**src/rtl/sem_pkg.sv**
```systemverilog
// Shared types and constants for the Sobel edge magnitude block.
package sem_pkg;

   // Field and register widths
   localparam int PIX_W  = 8;
   localparam int DIM_W  = 13;
   localparam int ROW_W  = 12;
   localparam int POS_W  = 12;
   localparam int GRAD_W = 11;

   // Square root unit: sum of squares fits 21 bits, root fits 11 bits
   localparam int SUM_W      = 21;
   localparam int ROOT_W     = 11;
   localparam int SQRT_STEPS = 11;
   localparam int STEP_W     = 4;

   // Register reset values and limits
   localparam logic [DIM_W-1:0] DIM_RESET    = 13'd4096;
   localparam logic [DIM_W-1:0] DIM_MIN      = 13'd3;
   localparam logic [DIM_W-1:0] HEIGHT_LIMIT = 13'd4096;
   localparam logic [ROOT_W-1:0] MAG_CLIP    = 11'd255;

   // Register indexes, taken from paddr[2]
   localparam logic REG_WIDTH  = 1'b0;
   localparam logic REG_HEIGHT = 1'b1;

   // Control sequencer states
   typedef enum logic [2:0] {
      ST_IDLE,
      ST_READ,
      ST_SQUARE,
      ST_ROOT,
      ST_EMIT
   } state_type;

endpackage

```
**src/rtl/sem_sqrt.sv**
```systemverilog
// Iterative floor square root, one result bit per cycle.
module sem_sqrt (
   input  logic                        clock,
   input  logic                        reset,
   input  logic                        start,
   input  logic [sem_pkg::SUM_W-1:0]   operand,
   output logic                        done,
   output logic [sem_pkg::ROOT_W-1:0]  root
);

   logic                            busy_ff;
   logic                            done_ff;
   logic [sem_pkg::STEP_W-1:0]      step_ff;
   logic [sem_pkg::SUM_W-1:0]       rem_ff;
   logic [sem_pkg::SUM_W-1:0]       rem_in;
   logic [sem_pkg::SUM_W:0]         root_ff;
   logic [sem_pkg::SUM_W:0]         root_in;
   logic [sem_pkg::SUM_W:0]         bit_val;
   logic [sem_pkg::SUM_W:0]         trial;

   // One digit step: trial subtract of root + 4^step
   always_comb begin
      bit_val = (sem_pkg::SUM_W+1)'(1) << {step_ff, 1'b0};
      trial   = root_ff + bit_val;
      if ({1'b0, rem_ff} >= trial) begin
         rem_in  = sem_pkg::SUM_W'({1'b0, rem_ff} - trial);
         root_in = (root_ff >> 1) + bit_val;
      end else begin
         rem_in  = rem_ff;
         root_in = root_ff >> 1;
      end
   end

   // Control
   always_ff @(posedge clock) begin
      if (reset) begin
         busy_ff <= 1'b0;
         done_ff <= 1'b0;
         step_ff <= '0;
      end else begin
         done_ff <= 1'b0;
         if (start) begin
            busy_ff <= 1'b1;
            step_ff <= sem_pkg::STEP_W'(sem_pkg::SQRT_STEPS - 1);
         end else if (busy_ff) begin
            step_ff <= step_ff - 1'b1;
            if (step_ff == '0) begin
               busy_ff <= 1'b0;
               done_ff <= 1'b1;
            end
         end
      end
   end

   // Datapath
   always_ff @(posedge clock) begin
      if (start) begin
         rem_ff  <= operand;
         root_ff <= '0;
      end else if (busy_ff) begin
         rem_ff  <= rem_in;
         root_ff <= root_in;
      end
   end

   assign done = done_ff;
   assign root = sem_pkg::ROOT_W'(root_ff);

endmodule
```
**config.mk**
```make
export PLATFORM = sky130hd
export DESIGN_NAME = sem_sqrt
export DESIGN_NICKNAME = d
export VERILOG_FILES = /design/src/rtl/sem_pkg.sv /design/src/rtl/sem_sqrt.sv
export SDC_FILE = /design/constraint.sdc
export NUM_CORES = 1
export LEC_CHECK = 0
export ABC_CLOCK_PERIOD_IN_PS = 8100
export BUFFER_PORTS_ARGS = -buffer_cell sky130_fd_sc_hd__buf_2
export CORE_ASPECT_RATIO = 1.4
export CORE_MARGIN = 1
export CORE_UTILIZATION = 25
export DETAILED_ROUTE_END_ITERATION = 6
export SLEW_MARGIN = 20
export SYNTH_ARGS = -nofsm -noshare
export SYNTH_HDL_FRONTEND = slang
export SYNTH_SLANG_ARGS = --single-unit
```
**constraint.sdc**
```tcl
create_clock -name clock -period 8.1 [get_ports clock]
set_clock_uncertainty 0.05 [all_clocks]
set_input_delay 0.405 -clock clock [delete_from_list [all_inputs] [get_ports clock]]
set_output_delay 0.405 -clock clock [all_outputs]
set_load 0.02 [all_outputs]
```
==> impl_results.md, run 1 <==
* Pins Over Slew Limit at 0
* Cell area after synthesis at 4970 sq um
* Kind of capture point of the worst setup path: register
* Final setup violation count at 0
* Crit path DAT at 6.25 ns
* Routed length per instance at about 15 microns
* Die width at around 120 microns
* Die area at ~20000 sq um
* Chip height at roughly 170 microns
* Reg2Reg Depth at 21
* Asr flop ratio synth at 0%
* Fin nets at approximately 680
* Hold Path Cell Cnt at 2
* H-tree Lvls at 2
* Final period utilization at 78.8%
* Number of setup buffers added after CTS at 0
* Number of port buffers at 35
* Most used DFF post-synth: dfxtp_1
* Number of vias per cell at roughly 5.1
* Yosys warns at 0
* First-pass GRT wire length at 20800 microns
* Slew headroom at between 30% and 40%
* Worst-path maximum fanout at 30
* Cell Chain, Critical Path: inv_1, ha_1, nand2_1, inv_1, ha_1, ha_1, o2111a_1, o2111ai_1, nand3_1, o2111a_1, or3_1, nand2_1, xor2_1, ha_1, nand4_1, o41ai_2, a21oi_1, a221o_1, or2_1, nor2_1, a21o_1
* CP max-delay cell: a21o_1
* Share of layout cells above drive strength 1 at 11.1%
* Post-synth top area share at around an eighth
* Min Tclk post-route at 6.38 ns
* WS Path Type: register to register
* Utilization after layout at roughly 28%
* Setup ws final at around 1.7 ns
* CTS Buf Count at 5
* Pre-antenna DRT Iters at 4
* Avg Inst Size Synth at roughly 8.1 sq um
* Num rows at 60
* Core area at slightly below 20000 sq um
* Vias in the first global route at approximately 4300
* RSZ-0062 raised after global routing: false
* Area Overhead vs Synth at 8.48%
* Max Cap Viol at 0
* CTS tree: done
* Final wirelength at 12800 microns
* Residual DRC at 0
* Gr usage total at about an eighth
* Initial antenna violation count at 0
* Drt initial violations at roughly 240
* Data required time of the worst path at between 7 and 8 ns
* Max incr delay on CP at 0.78 ns
* Via count at 4429
* DPL Wire Length at 9820 microns
* Number of flops mapped to enable cells by yosys at 21
* Post-cts repair resize count at 0
* Crit-path most repeated cell: ha_1
* Hold Vio Cnt, Final at 0
* Root Driver: clkbuf_16
* HP Class: input port to register
* Highest-count cells in the layout ignoring fill and taps: 67 x nor2_1, 63 x nand2_1, 44 x ha_1, 38 x o21ai_0, 35 x buf_2
* Peak Freq at approximately 0.16 GHz
* Starting Density at 25.7%
* Sequential area share after synthesis at between 20% and 30%
* Post-synthesis instance total at a little over 600
* Antenna viol nets, final at 0
* Hold-fix buffers, CTS at 0
* Outcome: completed
* Max Buffers Root-to-Sink at 2
* Max VDD drop at 0.158 mV
* Routability-driven placement congestion ratio at between 0.8 and 0.9
* Synth Net Count at between 600 and 700
* Worst slew pin tran at 0.974 ns
* Pin count of the biggest net entering global routing at 66
* Synthesized flop and latch total at 49
* CP startpoint kind: register
* # IOs at 36
* CTS clk-pin slew, worst paths at around 0.080 ns
* Power Density at roughly 330 nW/um^2
* Synth area leader: edfxtp_1
* Gr ovfl total at 0
* Most common cell after layout, fill and taps aside: nor2_1
* Clock Latency Late Sink at approximately 0.3 ns
* Clock Sinks at about 50
* Setup total negative slack at 0 ns
* Area contributors post-synth: edfxtp_1 13%, dfxtp_1 11%, ha_1 11%
* Yosys cell types at 81
* Post-place setup slack at about 1.7 ns
* Leak at ~2.0 nW
worst max-delay path, delay by kind of cell, from the launching register on:
kind / cells / cell delay (ns)
adder cells (fa/ha/maj): 4 / 1.10
AND/OR/NAND/NOR: 7 / 1.85
XOR/XNOR: 1 / 0.07
flip-flops: 1 / 0.42
buffers and inverters: 2 / 0.19
AO/OA/AOI/OAI: 7 / 2.31
layer usage:
layer	up-vias	wire (microns)	part of all wire (%)	GRT usage [%]
li1	2280	-	-	-
met1	2049	5420	42	13.8
met2	75	6390	50	23.5
met3	25	437	3.4	2.29
met4	0	522	4.1	6.39
met5	-	0	0	0
stage by stage:
stage                     area [sq um]  hold WS (ns)  total power (W)  cells
final                             5390         0.281          0.00176    864
after global placement            5230         0.474          0.00152    855
after floorplan                   4970         0.424          0.00130    617
after CTS                         5390         0.280          0.00177    863
after detailed placement          5230         0.469          0.00153    855
after global routing              5390         0.293          0.00192    863
kinds of logic after synthesis:
logic type,Yosys count,synth area share (%)
AOI/OAI and AO/OA,186,26.9
xor gates and xnor gates,43,7.58
adders and majority gates,49,12.3
muxes,6,1.26
and+or+nand+nor,217,21.4
DFF,49,24.0
buffers and inverters,67,6.55
synthesized netlist by cell type, drive strengths merged, types with 4 or more instances:
| cell type | number |
|---|---|
| clkbuf | 22 |
| a311oi | 15 |
| o21bai | 5 |
| nand4 | 5 |
| and2 | 12 |
| o21a | 8 |
| o221a | 6 |
| o31ai | 20 |
| xnor2 | 28 |
| nor2b | 4 |
| mux2i | 4 |
| or4 | 13 |
| nand2 | 63 |
| edfxtp | 21 |
| nand3 | 17 |
| maj3 | 4 |
| dfxtp | 28 |
| ha | 44 |
| nor2 | 67 |
| a21o | 8 |
| buf | 26 |
| nor3 | 12 |
| inv | 19 |
| o21ai | 41 |
| a21boi | 4 |
| a31oi | 9 |
| xor2 | 15 |
| a21oi | 32 |
flip-flops by register name, indices dropped and copies added (netlist names):
| register | cells |
|---|---|
| busy_ff | 1 |
| done | 1 |
| step_ff | 4 |
| root_ff | 22 |
| rem_ff | 21 |
power by group:
group | switching, W | internal [W]
sequential | 0.0000761 | 0.000363
clock | 0.000103 | 0.000134
combinational | 0.000650 | 0.000433
worst paths after layout:
check                     to        from  slack (ns)
hold / removal       busy_ff       reset        0.28
setup / recovery  rem_ff[11]  step_ff[0]        1.72
hold reg to reg   root_ff[0]  root_ff[0]        0.48
setup reg to reg  rem_ff[11]  step_ff[0]        1.72
area by class of cell:
type | instances | area [sq um]
flip-flops and latches | 49 | 1190
clock inverters | 2 | 13.8
multi-input cells | 501 | 3450
clock buffers | 6 | 150
repair buffers | 38 | 198
diodes | 1 | 2.50
fillers | 2097 | 14000
well taps | 248 | 310
inverters | 19 | 71.3
(Power assumes the default switching activity.)
==> run 2: changes to the inputs <==
Settings changed: ABC_AREA from default to 1, ABC_CLOCK_PERIOD_IN_PS 8100 to 6000.
Clock period 8.1 ns to 6 ns, I/O delays scaled along.
==> run 2 against run 1 <==
Compared with the run above:
- synthesized area grew 8.9%
- count of clock-buffer cells in the layout unchanged
- die area rose by 8.8%
- sequential share of layout area decreased by 2.0 points
- largest cell class unchanged
- total power down 3.7%
- cell area increased by 10%
- largest power group unchanged
- critical path type unchanged
- critical path depth up 7
- global-route usage is 3.0 points higher
- hold slack lost 0.12 ns
- highest routed layer unchanged
- critical endpoint is now rem_ff[0]
==> impl_results.md, run 2 <==
* Outcome: completed
* Number of vias per cell at ~4.8
* H-tree Lvls at 2
* Worst min-delay path endpoint: step_ff[3]
* Final setup violation count at 0
* Number of setup buffers added after CTS at 0
* Setup total negative slack at 0 ns
* Starting Density at around 26%
* RR Startpoint: step_ff[0]
* Area contributors post-synth: nand2_1 20%, edfxtp_1 12%, dfxtp_1 10%
* Max Cap Viol at 0
* Yosys warns at 0
* Largest regs: root_ff: 22 flops, rem_ff: 21 flops, step_ff: 4 flops
* CP startpoint kind: register
* # IOs at 36
* Crit-path most repeated cell: nand2_1
* Worst-path maximum fanout at 21
* Drt initial violations at between 200 and 300
* Peak Freq at between 0.2 and 0.25 GHz
* Fin nets at between 900 and 1000
* Max reg flops at 22
* Chip height at between 150 and 200 microns
* Area Overhead vs Synth at 9.62%
* Most instantiated library cell after synthesis: nand2_1
* N_diodes at 0
* Die area at roughly 22000 sq um
* Area post-placement at around 5800 sq um
* Num rows at 63
* Pins Over Slew Limit at 0
* Post-synth top cells: 290 x nand2_1, 123 x inv_1, 81 x nand3_1, 70 x nor2_1, 44 x ha_1
* Gr ovfl total at 0
* Via count at about 5600
* Multi-input logic area at between 3000 and 4000 sq um
* CTS Buf Count at 5
* Max incr delay on CP at between 0.3 and 0.4 ns
* Antenna viol nets, final at 0
* Post-cts repair resize count at 0
* Routed length per instance at about 15 microns
* Most used DFF post-synth: dfxtp_1
* Highest-count cells in the layout ignoring fill and taps: 290 x nand2_1, 123 x inv_1, 81 x nand3_1, 70 x nor2_1, 44 x ha_1
* Crit path DAT at 4.91 ns
* WS Path Type: register to register
* CP max-delay cell: ha_1
* Share of layout cells above drive strength 1 at 8.51%
* Synthesized flop and latch total at just under 50
* Sequential area share after synthesis at around 22%
* Reg2reg end: rem_ff[0]
* Core area at about 21000 sq um
* Synth area leader: nand2_1
* Fin area at between 5000 and 6000 sq um
* Reg2Reg Depth at 28
* Power Density at approximately 290 nW/um^2
* Largest register by flop count: root_ff
* Final wirelength at approximately 17000 microns
* CTS clk-pin slew, worst paths at 0.08 ns
* Yosys cell types at 45
* Fill cells at approximately 2400
* Min Tclk post-route at about 5.0 ns
* Post-synthesis instance total at around 890
* Worst slew pin tran at between 0.8 and 0.9 ns
* First-pass GRT wire length at ~27000 microns
* R2r setup slk at about 1 ns
* Hold-fix buffers, CTS at 0
* Root Driver: clkbuf_16
* Kind of capture point of the worst setup path: register
* RSZ-0062 raised after global routing: false
* Avg Inst Size Synth at ~6 sq um
* DPL Wire Length at ~14000 microns
* Most common cell after layout, fill and taps aside: nand2_1
* Clock Sinks at 49
* Routability-driven placement congestion ratio at approximately 0.9
* Max VDD drop at around 0.12 mV
* Number of flops mapped to enable cells by yosys at 21
* Hold Path Cell Cnt at 2
* Asr flop ratio synth at 0%
* Post-synth top area share at between 20% and 30%
* Leak at approximately 2.9 nW
* CTS tree: done
* Final period utilization at about 83%
* Worst Hold Launch: reset
* Slew headroom at around 46%
* Cell area after synthesis at ~5400 sq um
* Residual DRC at 0
* Hold Vio Cnt, Final at 0
* Number of port buffers at 35
* HP Class: input port to register
* Pin count of the biggest net entering global routing at 40
* Initial antenna violation count at 0
* Die width at roughly 130 microns
* Max Buffers Root-to-Sink at 2
* Vias in the first global route at approximately 5600
* Synth Net Count at between 900 and 1000
* Pre-antenna DRT Iters at 5
* FF/Latch Area at ~1200 sq um
* Data required time of the worst path at about 5.9 ns
* Clock Latency Late Sink at 0.31 ns
* Gr usage total at between 10% and 20%
run 2: worst max path at each step:
stage	from	endpoint	slack, ns	cells past startpoint
4_1_cts	step_ff[0]	rem_ff[3]	1.03	28
5_1_grt	step_ff[0]	rem_ff[0]	0.52	28
2_1_floorplan	step_ff[0]	rem_ff[0]	1.85	26
6_report	step_ff[0]	rem_ff[0]	1.02	28
3_3_place_gp	step_ff[2]	rem_ff[0]	1.16	27
3_5_place_dp	step_ff[0]	rem_ff[3]	1.08	28
run 2: layer usage:
metal	part of all wire, %	GRT usage, %	up-vias
li1	-	-	2890
met1	40	17.2	2509
met2	53	29.7	134
met3	2.9	1.36	48
met4	4.3	8.79	0
met5	0	0	-
run 2: logic make-up (layout without fill, tap and decap cells):
logic type | Yosys count | after routing | share of synthesized area, %
and+or+nand+nor | 500 | 500 | 39.2
buffers and inverters | 159 | 176 | 12.3
AOI/OAI and AO/OA | 103 | 103 | 10.8
DFF | 49 | 49 | 22.0
adders and majority gates | 45 | 45 | 10.5
xor gates and xnor gates | 32 | 32 | 5.18
run 2: critical path: cells and delay by family (launching register included):
| kind | cells | cell delay [ns] |
|---|---|---|
| AOI/OAI and AO/OA | 1 | 0.10 |
| xor gates and xnor gates | 1 | 0.18 |
| adders and majority gates | 4 | 1.02 |
| buffers and inverters | 4 | 0.57 |
| DFF | 1 | 0.35 |
| and+or+nand+nor | 18 | 2.36 |
run 2: area by class of cell:
class	count	area share (%)
repair buffers	39	3.46
inverters	129	8.25
well taps	260	5.48
flip-flops and latches	49	20.1
multi-input cells	680	59.9
clock inverters	2	0.253
clock buffers	6	2.53
run 2: per-stage QoR:
| step | power [W] | utilization, % | setup WS, ns | hold WS [ns] | cells |
|---|---|---|---|---|---|
| 2_1_floorplan | 0.00115 | - | 1.85 | 0.319 | 888 |
| 3_3_place_gp | 0.00136 | 27.2 | 1.16 | 0.437 | 1157 |
| 3_5_place_dp | 0.00136 | 27.2 | 1.08 | 0.441 | 1157 |
| 4_1_cts | 0.00170 | 28.0 | 1.03 | 0.153 | 1165 |
| 5_1_grt | 0.00184 | 28.0 | 0.522 | 0.154 | 1165 |
| 6_report | 0.00169 | 28.0 | 1.02 | 0.165 | 1165 |
run 2: power breakdown:
part	switching, W	total (W)	leakage (nW)	internal [W]
logic	0.000576	0.000878	2.38	0.000302
registers	0.0000589	0.000484	0.439	0.000425
clock network	0.000149	0.000331	0.0825	0.000182
total	0.000784	0.00169	2.91	0.000910
==> run 3: changes to the inputs <==
Settings changed: ABC_CLOCK_PERIOD_IN_PS 6000 to 4000.
Clock period 6 ns to 4 ns, I/O delays scaled along.
==> run 3 against run 2 <==
Compared with the run above:
- critical path depth up 3
- global-route usage rose by 0.84 points
- clock power grew 52%
- first-iteration DRC count increased by 5.1%
- final cell count rose by 7.5%
- hold slack worse by 0.084 ns
- routed wire length increased by 10%
- critical path type unchanged
- count of clock-buffer cells in the layout is 1 higher
- die area unchanged
==> impl_results.md, run 3 (synthesis results as in run 2) <==
* Worst slew pin tran at roughly 1.0 ns
* Gr ovfl total at 0
* Starting Density at about 26%
* Residual DRC at 0
* Pins Over Slew Limit at 0
* Leak at between 3 and 4 nW
* DPL Wire Length at around 14000 microns
* Slew headroom at between 30% and 40%
* Root Driver: clkbuf_16
* Clock Sinks at between 40 and 50
* Routed length per instance at approximately 15 microns
* Die area at about 22000 sq um
* Vias in the first global route at between 5000 and 6000
* Drt initial violations at 270
* Post-place setup slack at -0.275 ns
* HP Class: input port to register
* Utilization after layout at around a third
* Final wirelength at 18700 microns
* Highest-count cells in the layout ignoring fill and taps: 264 x nand2_1, 111 x inv_1, 73 x nand3_1, 73 x buf_4, 55 x nor2_1
* Placed insts at approximately 1200
* Chip height at 176 microns
* Most common cell after layout, fill and taps aside: nand2_1
* Pre-antenna DRT Iters at 5
* Max incr delay on CP at ~0.38 ns
* Max Cap Viol at 0
* Gr usage total at between 10% and 20%
* Area Overhead vs Synth at 34.4%
* Pin count of the biggest net entering global routing at 39
* Kind of capture point of the worst setup path: register
* Clock Latency Late Sink at 0.30 ns
* Setup ws final at 0.0230 ns
* Min Tclk post-route at 3.98 ns
* Hold Vio Cnt, Final at 0
* First-pass GRT wire length at roughly 29000 microns
* Max reg flops at 22
* Initial antenna violation count at 0
* Fin nets at ~1100
* RSZ-0062 raised after global routing: true
* Share of layout cells above drive strength 1 at about a quarter
* Peak Freq at between 0.2 and 0.3 GHz
* Data required time of the worst path at between 4 and 5 ns
* Largest register by flop count: root_ff
* CP startpoint kind: register
* H-tree Lvls at 2
* Worst hold margin at 0.0808 ns
* Largest regs: root_ff: 22 flops, rem_ff: 21 flops, step_ff: 4 flops
* Num rows at 63
* CTS Buf Count at 5
* N_diodes at 0
* Outcome: completed
* Crit path DAT at around 4.1 ns
* Max VDD drop at between 0.2 and 0.25 mV
* Final setup violation count at 0
* # IOs at 36
* Routability-driven placement congestion ratio at between 0.9 and 1
* Final period utilization at between 90 and 100%
* WS Path Type: register to register
* Final std cells w/o fill at about 1300
* Max Buffers Root-to-Sink at 2
* Worst-path maximum fanout at 5
* Crit-path most repeated cell: nand2_1
* Number of port buffers at 35
* CP max-delay cell: dfxtp_4
* Total Power at 0.00317 W
* Number of vias per cell at ~4.8
* Core area at about 21000 sq um
* CTS clk-pin slew, worst paths at roughly 0.070 ns
* Power Density at roughly 440 nW/um^2
* CTS tree: done
* Antenna viol nets, final at 0
* Via count at 5979
* Die width at about 130 microns
==> run 3: cell types whose count changed in the layout (fill, tap and decap cells not counted), sizes merged <==
cell / change
clkbuf: +4
clkinv: -2
buf: +84
inv: +1
==> run 3: worst paths after layout <==
kind	start	endpoint	slack, ns	cells after the start
max	step_ff[1]	root_ff[3]	0.02	31
min	reset	step_ff[3]	0.08	2
max reg2reg	step_ff[1]	root_ff[3]	0.02	31
min reg2reg	root_ff[21]	root_ff[21]	0.45	2
==> run 3: cell type report <==
type | count | area, sq um
Fill cell | 2288 | 13900
Inverter | 129 | 499
Clock buffer | 7 | 164
Clock inverter | 1 | 6.26
Sequential cell | 49 | 1200
Tap cell | 260 | 325
Multi-Input combinational cell | 680 | 4060
Timing Repair Buffer | 126 | 1020
==> run 3: where the power goes <==
part           internal, W  switching [W]
combinational     0.000851        0.00110
sequential        0.000638      0.0000769
clock             0.000288       0.000214
==> run 3: worst max-delay path: cells and delay by family (launching register included) <==
kind / cells / cell delay, ns
simple gates: 19 / 1.76
fa+ha+maj: 3 / 0.80
buf+inv: 7 / 0.62
flops: 1 / 0.38
xor+xnor: 1 / 0.15
compound gates: 1 / 0.09
==> run 3: timing repair <==
item                       CTS  global route
resized for setup           54            90
hold buffers                 0             0
setup endpoints to repair   44            53
gates cloned                 2             4
pin swaps                   20            53
buffers inserted             8            12
hold endpoints to repair     0             0
==> run 3: routing by layer <==
layer | GRT usage, % | up-vias | wire, microns
li1 | - | 3067 | -
met1 | 18.3 | 2682 | 7320
met2 | 31.6 | 178 | 9890
met3 | 1.18 | 52 | 595
met4 | 8.58 | 0 | 899
met5 | 0 | - | 0
==> run 3: through the flow <==
step	TNS [ns]	cell area [sq um]
2_1_floorplan	0	5410
3_3_place_gp	-9.30	6260
3_5_place_dp	-7.75	6260
4_1_cts	0	6760
5_1_grt	-2.46	7270
6_report	0	7270
